<file path="src/rtl/core/css_pkg.sv">
// css_pkg: shared types and constants of the comment and string styler
// covers the transaction payloads, the configuration register set and the lexer state
// no dependencies
`default_nettype none

package css_pkg;

	localparam int MAX_MARK_LEN = 4;
	// markers hold at most four bytes in a register
	localparam int MARK_CAP     = (MAX_MARK_LEN < 4) ? MAX_MARK_LEN : 4;
	localparam int PEND_DEPTH   = MAX_MARK_LEN - 1;
	localparam int PEND_W       = (MAX_MARK_LEN > 1) ? $clog2(MAX_MARK_LEN) : 1;
	localparam int CNT_W        = $clog2(MAX_MARK_LEN + 1);
	localparam int MREM_W       = (MARK_CAP > 1) ? $clog2(MARK_CAP) : 1;
	localparam int MARK_W       = 35;
	localparam int CFG_IDX_W    = 3;

	typedef enum logic [2:0] {
		ST_DEFAULT   = 3'd0,
		ST_LINE      = 3'd1,
		ST_DOC_LINE  = 3'd2,
		ST_STRING    = 3'd3,
		ST_BLOCK     = 3'd4,
		ST_DOC_BLOCK = 3'd5
	} style_t;

	typedef enum logic [CFG_IDX_W-1:0] {
		CFG_LINE_MARK      = 3'd0,
		CFG_DOC_LINE_MARK  = 3'd1,
		CFG_BLOCK_MARK     = 3'd2,
		CFG_DOC_BLOCK_MARK = 3'd3,
		CFG_BLOCK_END_MARK = 3'd4,
		CFG_STRING_MARK    = 3'd5,
		CFG_STRINGS_EN     = 3'd6
	} cfg_idx_t;

	typedef struct packed {
		logic [2:0]  len;
		logic [31:0] bytes;
	} mark_t;

	typedef struct packed {
		mark_t line_mark;
		mark_t doc_line_mark;
		mark_t block_mark;
		mark_t doc_block_mark;
		mark_t block_end_mark;
		mark_t string_mark;
		logic  strings_enabled;
	} cfg_t;

	typedef struct packed {
		logic [7:0] char_code;
		logic       line_end;
	} in_t;

	typedef struct packed {
		logic [2:0] style_code;
		logic       is_terminator;
		logic       last_of_run;
	} out_t;

	typedef logic [MAX_MARK_LEN-1:0][7:0] win_t;

	typedef struct packed {
		style_t            mode;
		logic [MREM_W-1:0] mrem;
		logic              closes;
		logic [15:0]       prior;
		logic [1:0]        cil;
	} lex_state_t;

endpackage

`default_nettype wire

</file>
<file path="src/rtl/core/css_cfg.sv">
// css_cfg: configuration register file of the styler
// write-only register set, always ready; depends on css_pkg
`default_nettype none

module css_cfg import css_pkg::*; (
	input  logic                 clk,
	input  logic                 arst_n,
	input  logic                 cfg_valid,
	output logic                 cfg_ready,
	input  logic [CFG_IDX_W-1:0] cfg_index,
	input  logic [MARK_W-1:0]    cfg_data,
	output cfg_t                 cfg
);

	localparam logic [MARK_W-1:0] RST_LINE      = 35'h2_0000_2323;
	localparam logic [MARK_W-1:0] RST_DOC_LINE  = 35'h3_0021_2323;
	localparam logic [MARK_W-1:0] RST_BLOCK     = 35'h2_0000_2A23;
	localparam logic [MARK_W-1:0] RST_DOC_BLOCK = 35'h3_0021_2A23;
	localparam logic [MARK_W-1:0] RST_BLOCK_END = 35'h2_0000_232A;
	localparam logic [MARK_W-1:0] RST_STRING    = 35'h1_0000_0022;

	cfg_t cfg_q;

	assign cfg_ready = 1'b1;
	assign cfg       = cfg_q;

	always_ff @(posedge clk or negedge arst_n) begin
		if (!arst_n) begin
			cfg_q.line_mark       <= RST_LINE;
			cfg_q.doc_line_mark   <= RST_DOC_LINE;
			cfg_q.block_mark      <= RST_BLOCK;
			cfg_q.doc_block_mark  <= RST_DOC_BLOCK;
			cfg_q.block_end_mark  <= RST_BLOCK_END;
			cfg_q.string_mark     <= RST_STRING;
			cfg_q.strings_enabled <= 1'b1;
		end else if (cfg_valid) begin
			case (cfg_idx_t'(cfg_index))
				CFG_LINE_MARK:      cfg_q.line_mark       <= cfg_data;
				CFG_DOC_LINE_MARK:  cfg_q.doc_line_mark   <= cfg_data;
				CFG_BLOCK_MARK:     cfg_q.block_mark      <= cfg_data;
				CFG_DOC_BLOCK_MARK: cfg_q.doc_block_mark  <= cfg_data;
				CFG_BLOCK_END_MARK: cfg_q.block_end_mark  <= cfg_data;
				CFG_STRING_MARK:    cfg_q.string_mark     <= cfg_data;
				CFG_STRINGS_EN:     cfg_q.strings_enabled <= cfg_data[0];
				default: ;
			endcase
		end
	end

endmodule

`default_nettype wire

</file>
<file path="src/rtl/core/css_lex.sv">
// css_lex: combinational style decision for one character position
// matches markers over the look-ahead window and computes the next lexer state
// depends on css_pkg
`default_nettype none

module css_lex import css_pkg::*; (
	input  cfg_t             cfg,
	input  lex_state_t       cur,
	input  win_t             win,
	input  logic [CNT_W-1:0] n,
	input  logic             terminate,
	output style_t           style,
	output lex_state_t       nxt
);

	function automatic logic [2:0] mlen(mark_t m);
		return (m.len > 3'(MARK_CAP)) ? 3'(MARK_CAP) : m.len;
	endfunction

	function automatic logic hit(mark_t m, win_t w, logic [CNT_W-1:0] cnt);
		logic [2:0] l;
		logic       ok;
		l  = mlen(m);
		ok = (l != 3'd0) && (int'(l) <= int'(cnt));
		for (int i = 0; i < MARK_CAP; i++) begin
			if (i < int'(l) && w[i] != m.bytes[8*i +: 8])
				ok = 1'b0;
		end
		return ok;
	endfunction

	logic [2:0] end_len;
	logic [2:0] str_len;
	logic [2:0] open_len;
	logic       escaped;
	logic       opening;
	style_t     fb_mode;
	style_t     open_st;

	assign end_len = mlen(cfg.block_end_mark);
	assign str_len = mlen(cfg.string_mark);

	// backslash before the quote escapes it, a doubled backslash does not
	assign escaped = (cur.cil != 2'd0) && (cur.prior[7:0] == 8'h5C) &&
		!((cur.cil == 2'd2) && (cur.prior[15:8] == 8'h5C));

	// a style whose closing marker was emptied drops back to default
	always_comb begin
		fb_mode = cur.mode;
		if ((cur.mode inside {ST_BLOCK, ST_DOC_BLOCK}) && end_len == 3'd0)
			fb_mode = ST_DEFAULT;
		if (cur.mode == ST_STRING && str_len == 3'd0)
			fb_mode = ST_DEFAULT;
	end

	always_comb begin
		nxt      = cur;
		style    = cur.mode;
		opening  = 1'b0;
		open_st  = ST_DEFAULT;
		open_len = 3'd0;
		nxt.prior = {cur.prior[7:0], win[0]};
		nxt.cil   = (cur.cil == 2'd2) ? cur.cil : cur.cil + 2'd1;

		if (terminate) begin
			style      = fb_mode;
			nxt.mode   = (fb_mode inside {ST_LINE, ST_DOC_LINE}) ? ST_DEFAULT : fb_mode;
			nxt.mrem   = '0;
			nxt.closes = 1'b0;
			nxt.prior  = '0;
			nxt.cil    = '0;
		end else if (cur.mrem != '0) begin
			// rest of a matched marker keeps the style without new checks
			style    = cur.mode;
			nxt.mrem = MREM_W'(cur.mrem - 1'b1);
			if (cur.mrem == MREM_W'(1) && cur.closes) begin
				nxt.mode   = ST_DEFAULT;
				nxt.closes = 1'b0;
			end
		end else begin
			nxt.mode = fb_mode;
			case (fb_mode)
				ST_LINE, ST_DOC_LINE: begin
					style = fb_mode;
				end
				ST_STRING: begin
					style = ST_STRING;
					if (hit(cfg.string_mark, win, n) && !escaped)
						nxt.mode = ST_DEFAULT;
				end
				ST_BLOCK, ST_DOC_BLOCK: begin
					style = fb_mode;
					if (hit(cfg.block_end_mark, win, n)) begin
						nxt.mrem = MREM_W'(end_len - 3'd1);
						if (end_len > 3'd1)
							nxt.closes = 1'b1;
						else
							nxt.mode = ST_DEFAULT;
					end
				end
				default: begin
					if (hit(cfg.doc_line_mark, win, n)) begin
						style    = ST_DOC_LINE;
						nxt.mode = ST_DOC_LINE;
					end else if (hit(cfg.line_mark, win, n)) begin
						style    = ST_LINE;
						nxt.mode = ST_LINE;
					end else if (cfg.strings_enabled && hit(cfg.string_mark, win, n)) begin
						opening  = 1'b1;
						open_st  = ST_STRING;
						open_len = str_len;
					end else if (hit(cfg.doc_block_mark, win, n)) begin
						opening  = 1'b1;
						open_st  = ST_DOC_BLOCK;
						open_len = mlen(cfg.doc_block_mark);
					end else if (hit(cfg.block_mark, win, n)) begin
						opening  = 1'b1;
						open_st  = ST_BLOCK;
						open_len = mlen(cfg.block_mark);
					end else begin
						style    = ST_DEFAULT;
						nxt.mode = ST_DEFAULT;
					end
				end
			endcase

			if (opening) begin
				style      = open_st;
				nxt.mode   = open_st;
				nxt.mrem   = MREM_W'(open_len - 3'd1);
				nxt.closes = 1'b0;
				// without an end marker a block covers only its own opener
				if (open_st != ST_STRING && end_len == 3'd0) begin
					if (open_len > 3'd1)
						nxt.closes = 1'b1;
					else
						nxt.mode = ST_DEFAULT;
				end
			end
		end
	end

endmodule

`default_nettype wire

</file>
<file path="src/rtl/core/comment_string_styler.sv">
// comment_string_styler: tags each source character with a comment or string style
//
// Input channel (in_valid/in_stall/in_data): one transaction per character, or an
// end-of-line transaction with line_end set. A character transaction gives no result
// until three characters are pending, then one result for the oldest pending one.
// An end-of-line transaction gives one result per pending character followed by
// the terminator result; last_of_run marks the final result of each transaction.
// Output channel (out_valid/out_stall/out_data): registered results.
// Configuration channel (cfg_valid/cfg_ready/cfg_index/cfg_data): always ready;
// the user must write it only while the block is idle; the block does not enforce it.
// Each result passes through the input register, then the result register.
// Character transactions are taken one per cycle while the output does not stall;
// an end-of-line transaction holds the input register until each pending character
// and the terminator have their results, as the lexer produces one result per cycle.
// Reset empties the pending window, returns to default style and loads the default
// markers. A stall on the output holds the result register; the input stalls while
// its held transaction needs a result that the held result register cannot take,
// and while an end-of-line transaction is still flushing.
// Depends on css_pkg, css_cfg and css_lex.
`default_nettype none

module comment_string_styler import css_pkg::*; (
	input  logic                 clk,
	input  logic                 arst_n,
	input  logic                 in_valid,
	output logic                 in_stall,
	input  in_t                  in_data,
	output logic                 out_valid,
	input  logic                 out_stall,
	output out_t                 out_data,
	input  logic                 cfg_valid,
	output logic                 cfg_ready,
	input  logic [CFG_IDX_W-1:0] cfg_index,
	input  logic [MARK_W-1:0]    cfg_data
);

	cfg_t              cfg;
	logic              valid_s1;
	in_t               item_s1;
	logic [7:0]        pend_q [PEND_DEPTH];
	logic [PEND_W-1:0] pcount_q;
	lex_state_t        lex_q;
	lex_state_t        lex_nxt;
	logic              out_valid_q;
	out_t              out_q;

	win_t              win;
	logic [CNT_W-1:0]  win_n;
	logic              terminate;
	logic              need_out;
	logic              done;
	logic              out_free;
	logic              advance;
	logic              consume;
	logic              emit;
	logic              full;
	style_t            style;

	css_cfg u_cfg (
		.clk       (clk),
		.arst_n    (arst_n),
		.cfg_valid (cfg_valid),
		.cfg_ready (cfg_ready),
		.cfg_index (cfg_index),
		.cfg_data  (cfg_data),
		.cfg       (cfg)
	);

	css_lex u_lex (
		.cfg       (cfg),
		.cur       (lex_q),
		.win       (win),
		.n         (win_n),
		.terminate (terminate),
		.style     (style),
		.nxt       (lex_nxt)
	);

	assign full = (pcount_q == PEND_W'(PEND_DEPTH));

	always_comb begin
		win       = '0;
		win_n     = '0;
		terminate = 1'b0;
		need_out  = 1'b0;
		done      = 1'b1;
		for (int i = 0; i < PEND_DEPTH; i++)
			win[i] = pend_q[i];
		if (item_s1.line_end) begin
			need_out = 1'b1;
			win_n    = CNT_W'(pcount_q);
			if (pcount_q == '0)
				terminate = 1'b1;
			else
				done = 1'b0;
		end else if (full) begin
			need_out            = 1'b1;
			win[MAX_MARK_LEN-1] = item_s1.char_code;
			win_n               = CNT_W'(MAX_MARK_LEN);
		end
	end

	assign out_free = !out_valid_q || !out_stall;
	assign advance  = valid_s1 && (!need_out || out_free);
	assign consume  = advance && done;
	assign emit     = advance && need_out;
	assign in_stall = valid_s1 && !consume;

	assign out_valid = out_valid_q;
	assign out_data  = out_q;

	always_ff @(posedge clk or negedge arst_n) begin
		if (!arst_n) begin
			valid_s1    <= 1'b0;
			pcount_q    <= '0;
			lex_q       <= '{mode: ST_DEFAULT, default: '0};
			out_valid_q <= 1'b0;
		end else begin
			if (in_valid && !in_stall)
				valid_s1 <= 1'b1;
			else if (consume)
				valid_s1 <= 1'b0;

			if (emit)
				lex_q <= lex_nxt;

			if (advance) begin
				if (!item_s1.line_end && !full)
					pcount_q <= PEND_W'(pcount_q + 1'b1);
				else if (item_s1.line_end && pcount_q != '0)
					pcount_q <= PEND_W'(pcount_q - 1'b1);
			end

			if (emit)
				out_valid_q <= 1'b1;
			else if (!out_stall)
				out_valid_q <= 1'b0;
		end
	end

	always_ff @(posedge clk) begin
		if (in_valid && !in_stall)
			item_s1 <= in_data;

		if (advance) begin
			if (!item_s1.line_end && !full) begin
				pend_q[pcount_q] <= item_s1.char_code;
			end else if (need_out && !terminate) begin
				// window slides by one; a flushed tail slot is never read again
				for (int i = 0; i < PEND_DEPTH - 1; i++)
					pend_q[i] <= pend_q[i+1];
				pend_q[PEND_DEPTH-1] <= item_s1.char_code;
			end
		end

		if (emit) begin
			out_q.style_code    <= style;
			out_q.is_terminator <= terminate;
			out_q.last_of_run   <= done;
		end
	end

	a_pend_bound: assert property (@(posedge clk) disable iff (!arst_n)
		pcount_q <= PEND_W'(PEND_DEPTH))
		else $error("pending count beyond window depth");

	a_closes_needs_marker: assert property (@(posedge clk) disable iff (!arst_n)
		lex_q.closes |-> (lex_q.mrem != '0))
		else $error("closing flag set with no marker characters left");

	a_term_is_last: assert property (@(posedge clk) disable iff (!arst_n)
		(out_valid_q && out_q.is_terminator) |-> out_q.last_of_run)
		else $error("terminator result not marked last of run");

	a_line_end_clears: assert property (@(posedge clk) disable iff (!arst_n)
		(consume && item_s1.line_end) |=>
			(lex_q.cil == 2'd0 && lex_q.prior == 16'd0 && lex_q.mrem == '0 && pcount_q == '0))
		else $error("line history not cleared after line end");

	a_stall_needs_item: assert property (@(posedge clk) disable iff (!arst_n)
		in_stall |-> valid_s1)
		else $error("input stalled with empty input register");

endmodule

`default_nettype wire
</file>
<file path="config.mk">
export PLATFORM = sky130hd
export DESIGN_NAME = comment_string_styler
export DESIGN_NICKNAME = d
export VERILOG_FILES = /design/src/rtl/core/css_pkg.sv /design/src/rtl/core/css_cfg.sv /design/src/rtl/core/css_lex.sv /design/src/rtl/core/comment_string_styler.sv
export SDC_FILE = /design/constraint.sdc
export NUM_CORES = 1
export LEC_CHECK = 0
export BUFFER_PORTS_ARGS = -buffer_cell sky130_fd_sc_hd__buf_2
export CAP_MARGIN = 20
export CORE_AREA = 2 2 142 247
export CTS_CLUSTER_DIAMETER = 100
export DETAILED_ROUTE_END_ITERATION = 12
export DIE_AREA = 0 0 144 249
export GPL_TIMING_DRIVEN = 0
export PLACE_DENSITY = 0.67
export RECOVER_POWER = 50
export SLEW_MARGIN = 20
export SYNTH_ARGS = -nofsm -noshare
export SYNTH_HDL_FRONTEND = slang
export SYNTH_SLANG_ARGS = --single-unit
</file>
<file path="constraint.sdc">
create_clock -name clk -period 2.71 [get_ports clk]
set_input_delay 0.542 -clock clk [delete_from_list [all_inputs] [get_ports clk]]
set_output_delay 0.542 -clock clk [all_outputs]
set_load 0.03 [all_outputs]
</file>
# Word level (Yosys, flattened, before mapping)
# Memory sizes are Yosys's and may differ from the RTL's.
# Index checks and enable logic that the tools add are counted.
# word_totals
input_bits,52
ff_bits,253
wordCells,358
memories,1
ram_bits,24
# mem_list
name,words,width,rd,rd_clocked_by_memory_dff,write_ports,line,rtl
pend_q,3,8,3,0,3,comment_string_styler.sv:40,logic [7:0] pend_q [PEND_DEPTH];
# classes
n_addsub,6
magnitude_cmp,38
n_reduce_logical,96
eq_ne,47
mux,144
# op_table
op,n
inequality test 8 bit,24
two-way mux 3 bit,46
two-way mux 1 bit,84
logical AND 1 bit,47
"less-than comparator 1 x 3 -> 1 bit, first input constant",12
"less-than comparator 2 x 3 -> 1 bit, first input constant",12
two-way mux 6 bit,4
two-way mux 8 bit,3
"== test 3 bit, second input constant",7
AND reduction 2 bit,10
"greater-than comparator 3 bit, second input constant",6
less-or-equal comparator 3 bit,6
two-way mux 18 bit,1
nonzero test 3 bit,6
"== test 8 x 7 -> 1 bit, second input constant",2
"== test 3 x 2 -> 1 bit, second input constant",5
nonzero test 2 bit,7
nonzero test 4 bit,3
zero test 1 bit,10
zero test 3 bit,3
one-hot mux 3 bit (3 select lines),1
two-way mux 2 bit,4
OR reduction 8 bit,1
"subtractor 2 x 1 -> 2 bit, second input constant",4
other kinds (17),23

# Depth between registers and ports, before layout
# logic_depth
ltp_word,49
ltp_mapped,14
depth_no_buf,13

# By module
# Synthesis repeated with hierarchy kept, for this count alone.
# unflattened
hier_cells,1143
hier_area_um2,14565.2
# modules_own_cells
module,cells_each,instances,seq_area_each_um2,area_each_um2
css_cfg,453,1,5336.4,8010.2
css_lex,535,1,0.0,3922.5
comment_string_styler,155,1,1841.8,2632.5

# Worst setup path before layout
# OpenSTA, ideal clock, no wires.
# synth_timing
path_kind,reg2reg
start,reg item_s1[0] (netlist bit)
end,reg out_q (netlist bit out_data[3]) (data pin)
setup_ps,261
required_ps,2449
slack_ps,-257
arrival_time_ps,2706
period_less_slack_ps,2967
path_buffers,1
path_stages_with_launch,14
path_cell_list,edfxtp_1 clkbuf_1 inv_2 nor2_1 ha_1 nor2b_1 o21a_1 o21ai_0 nand3_1 or4_4 nand3_4 and2b_2 o21ai_1 a211oi_1
# synth_via
elab_chain_cells,25
# synth_lines
element,line,rtl
"start, declared",comment_string_styler.sv:39,in_t item_s1;
"start signal, assigned",comment_string_styler.sv:143,item_s1 <= in_data;
two-way mux 3 bit,comment_string_styler.sv:89,if (item_s1.line_end) begin
less-or-equal comparator 3 bit,css_lex.sv:24,ok = (l != 3'd0) && (int'(l) <= int'(cnt));
logical AND 1 bit,css_lex.sv:24,
two-way mux 1 bit (4 in a row),css_lex.sv:26,if (i < int'(l) && w[i] != m.bytes[8*i +: 8])
two-way mux 1 bit,css_lex.sv:112,"end else if (hit(cfg.doc_block_mark, win, n)) begin"
two-way mux 1 bit,css_lex.sv:108,"end else if (cfg.strings_enabled && hit(cfg.string_mark, win, n)) begin"
two-way mux 1 bit,css_lex.sv:105,"end else if (hit(cfg.line_mark, win, n)) begin"
two-way mux 1 bit,css_lex.sv:102,"if (hit(cfg.doc_line_mark, win, n)) begin"
[7 not listed],n/a,
two-way mux 1 bit,css_lex.sv:102,
two-way mux 1 bit,css_lex.sv:82,case (fb_mode)
two-way mux 1 bit,css_lex.sv:72,end else if (cur.mrem != '0) begin
two-way mux 1 bit,css_lex.sv:65,if (terminate) begin
two-way mux 3 bit,css_lex.sv:127,if (opening) begin
two-way mux 3 bit,css_lex.sv:72,
two-way mux 3 bit (*),css_lex.sv:65,
via style[1],comment_string_styler.sv:57,style_t style;
"end, declared",comment_string_styler.sv:45,out_t out_q;
# Mark *: on every way through the listed nets, which the timed path passes. The rest lies on a longest branch. The select of a mux whose other input is x is not followed.
# A chain may end at the register's enable or synchronous reset.

# Worst setup path after layout
# Same ends and word-level chain as after synthesis.

==> impl_metrics.json <==
{
  "route.detailed.drc": 0,
  "power.share.clock_pct": 22.8,
  "nNetsFinal": 1471,
  "ys_seq_area_share_pct": 47.8,
  "violations": "negative setup slack",
  "holdPathStages": 1,
  "period_share_pct": 111,
  "synth_top_family_by_area": "multiplexers",
  "routedWlPerCell_microns": 21.7,
  "reg2reg_from": "item_s1[0]",
  "end_kind": "flip-flop",
  "synthMuxAreaShare_pct": 15.8,
  "finalCriticalPeriod_ns": 3.00,
  "worstPathArrival_ns": 3.32,
  "setup_viol": 9,
  "tightestPinTransition_ns": 1.40,
  "first_pass_iters": 6,
  "synth_fa_ha_area_share_pct": 1.66,
  "critical_path.max_fanout": 7,
  "maxCapViolCount": 0,
  "via_count": 10500,
  "clockBufferDepth": 3,
  "rsz0062_at_grt": "true",
  "seqPwrFrac_pct": 36.4,
  "start_util_pct": 44.5,
  "die_w_microns": 144,
  "syn_avg_cell_area_sq_um": 11.8,
  "swShare_pct": 36.7,
  "gp_congestion": 0.911,
  "peakVddDrop_mv": 0.572,
  "io_buffers": 56,
  "track_usage_pct": 23.2,
  "synth_nets": 1344,
  "clock_sinks": 277,
  "synth-xor-area-share_pct": 10.1,
  "fillers": 2858,
  "synth_cell_types": 88,
  "power.density_nw_per_um2": 987,
  "synth-edff-count": 38,
  "combPwrFrac_pct": 40.8,
  "max_freq_mhz": 333,
  "core-area_sq_um": 33700,
  "rr_endpoint": "out_data[3]",
  "final_cells": 1877,
  "drive_above_1_share_pct": 38.1,
  "worstHoldStart": "in_data[0]",
  "core.rowCount": 89,
  "seq_area_sq_um": 7180,
  "switchingPower_mw": 6.41,
  "p_total_mw": 17.5,
  "avgViaCountPerCell": 5.58,
  "multi_input_area_sq_um": 7630,
  "synth_ff_type": "dfrtp_1",
  "worstSetupPathType": "reg -> reg",
  "dp_hpwl_microns": 29300,
  "place_inst": 1789,
  "tns_ns": -2.03,
  "yosys.area_share.simple_pct": 12.3,
  "first_global_vias": 10900,
  "cts_root_buf": "clkbuf_16",
  "htreeDepth": 1,
  "synth_seq_cells": 277,
  "outcome": "complete, but fails checks",
  "dp_slack_ns": -0.725,
  "whs_endpoint": "item_s1[0]",
  "fin_util_pct": 52.5,
  "r2r_slack_ns": -0.29,
  "r2r_cells": 12,
  "max_slew_margin_pct": 6.73,
  "insertion_delay_ns": 0.57,
  "grt_max_degree": 101,
  "die_area_sq_um": 35900,
  "setup_ws_ns": -0.293,
  "drv_slew": 0,
  "syn2layout_area_growth_pct": 17.9,
  "cellLeakagePower_nw": 7.13,
  "drt_iter0_drc": 615,
  "gr-total-overflow": 0,
  "antenna_found_initial": 2,
  "yosys_warnings": 0,
  "clk_pin_slew_ns": 0.07,
  "required_ns": 3.03,
  "hold_class": "in -> reg",
  "wl_microns": 40800,
  "io_pins": 60,
  "grt_pass1_wl_microns": 63400,
  "die_y_microns": 249,
  "skew_ns": 0.0321,
  "netlist_area_sq_um": 15000,
  "cts_buffers": 28,
  "startpoint": "item_s1[0]",
  "worst_setup_path_start_kind": "flip-flop",
  "synth_compound_area_share_pct": 7.79,
  "cts_tree": "built",
  "p_int_mw": 11.1,
  "drtAntennaViolNets": 0,
  "synthCells": 1272,
  "async_reset_ff_share_pct": 86.3,
  "hold_viol_final": 0
}
[layout make-up]
class	count	area share (%)
Buffer	84	3.59
Multi-Input combinational cell	891	43.1
Sequential cell	277	40.5
Clock inverter	14	0.791
Clock buffer	38	4.53
Tap cell	455	3.21
Timing Repair Buffer	97	3.76
Inverter	20	0.494
Antenna cell	1	0.0141
[synthesized netlist by cell type, types with 6 or more instances]
master | number | share of area, %
o32ai_1 | 23 | 1.3
nand3_1 | 31 | 1.0
mux2_2 | 210 | 16
o21a_1 | 9 | 0.45
dfrtp_1 | 194 | 32
nand2_1 | 107 | 2.7
a21oi_1 | 24 | 0.80
nor4_1 | 18 | 0.75
xnor2_1 | 89 | 5.2
and4bb_1 | 8 | 0.67
o31ai_1 | 6 | 0.30
dfstp_2 | 45 | 7.9
nor2_1 | 59 | 1.5
nand2b_1 | 11 | 0.46
ha_1 | 20 | 1.7
xnor2_2 | 6 | 0.65
nor2b_1 | 10 | 0.42
nand4b_1 | 6 | 0.35
clkbuf_1 | 31 | 0.77
inv_1 | 17 | 0.42
nor3_1 | 19 | 0.63
nand4_1 | 17 | 0.71
a31oi_1 | 28 | 1.2
xor2_1 | 74 | 4.3
buf_6 | 24 | 1.8
nor4bb_1 | 14 | 0.93
o21ai_0 | 21 | 0.70
buf_4 | 7 | 0.35
edfxtp_1 | 38 | 7.6
buf_2 | 14 | 0.47
[layer usage]
metal / routed length [microns] / vias to the layer above / track usage (%)
li1: - / 4821 / -
met1: 15100 / 5323 / 25.7
met2: 22200 / 226 / 42.7
met3: 1430 / 100 / 3.00
met4: 2010 / 2 / 11.0
met5: 15 / - / 0
[how the worst max path moves through the flow]
stage / end / slack (ns) / cells past startpoint
finish: out_data[3] / -0.29 / 12
global placement: u_cfg.cfg[118] / -3.17 / 1
global route: lex_q[18] / -0.39 / 14
floorplan: lex_q[21] / -0.01 / 11
CTS: out_data[2] / -0.27 / 11
detailed placement: lex_q[18] / -0.72 / 10
[metrics by stage]
stage	cell area, sq um	hold slack, ns
2_1_floorplan	15100	0.246
3_3_place_gp	15900	0.440
3_5_place_dp	16000	0.445
4_1_cts	17700	0.125
5_1_grt	17700	0.139
6_report	17700	0.144
[logic make-up (layout without fill, tap and decap cells)]
logic type,after synthesis,in the layout
other,1,2
adders and majority gates,20,20
AOI/OAI and AO/OA,157,157
DFF,277,277
xor gates and xnor gates,169,169
and+or+nand+nor,333,333
buffers and inverters,104,253
muxes,211,211
[state kept, by name, summed over array words and instances (netlist names)]
register   count
pcount_q       2
item_s1        9
out_valid      1
out_data       5
valid_s1       1
u_cfg.cfg    211
pend_q        24
lex_q         24
[worst max-delay path, cell delays in order (launching register included)]
cell	delay, ns
edfxtp_1	0.46
nand3b_4	0.22
buf_8	0.14
buf_12	0.14
ha_4	0.22
o21a_1	0.10
o21ai_1	0.15
nand3_2	0.14
or4_4	0.58
nand3_4	0.12
and2b_2	0.25
o21ai_2	0.13
a211oi_2	0.09
[cells in the final DEF (no fill, tap or decap), types with 22 or more instances in the layout]
cell,Yosys,final
nor2_1,59,55
nand3_1,31,30
xor2_1,74,74
edfxtp_1,38,38
dfrtp_1,194,192
nand2_1,107,105
clkbuf_16,0,29
xnor2_1,89,89
a31oi_1,28,28
a21oi_1,24,22
buf_4,7,36
buf_2,14,67
buf_6,24,27
dfstp_2,45,45
mux2_2,210,210
clkbuf_1,31,37
[power groups by stage]
stage          sequential [mW]  clock, mW  combinational, mW
2_1_floorplan             6.28          0               4.74
3_3_place_gp              6.35          0               6.25
3_5_place_dp              6.41          0               6.43
4_1_cts                   6.35       4.07               7.01
5_1_grt                   6.49       4.22               7.72
6_report                  6.36       3.99               7.14
[what timing repair did]
| item | in CTS | in global routing |
|---|---|---|
| setup endpoints to repair | 9 | 9 |
| pin swaps | 36 | 15 |
| hold endpoints to repair | 49 | 0 |
| gates resized for setup | 71 | 17 |
| hold buffers | 1 | 0 |
| buffers inserted | 33 | 2 |
Power figures use the tool's default switching activity.
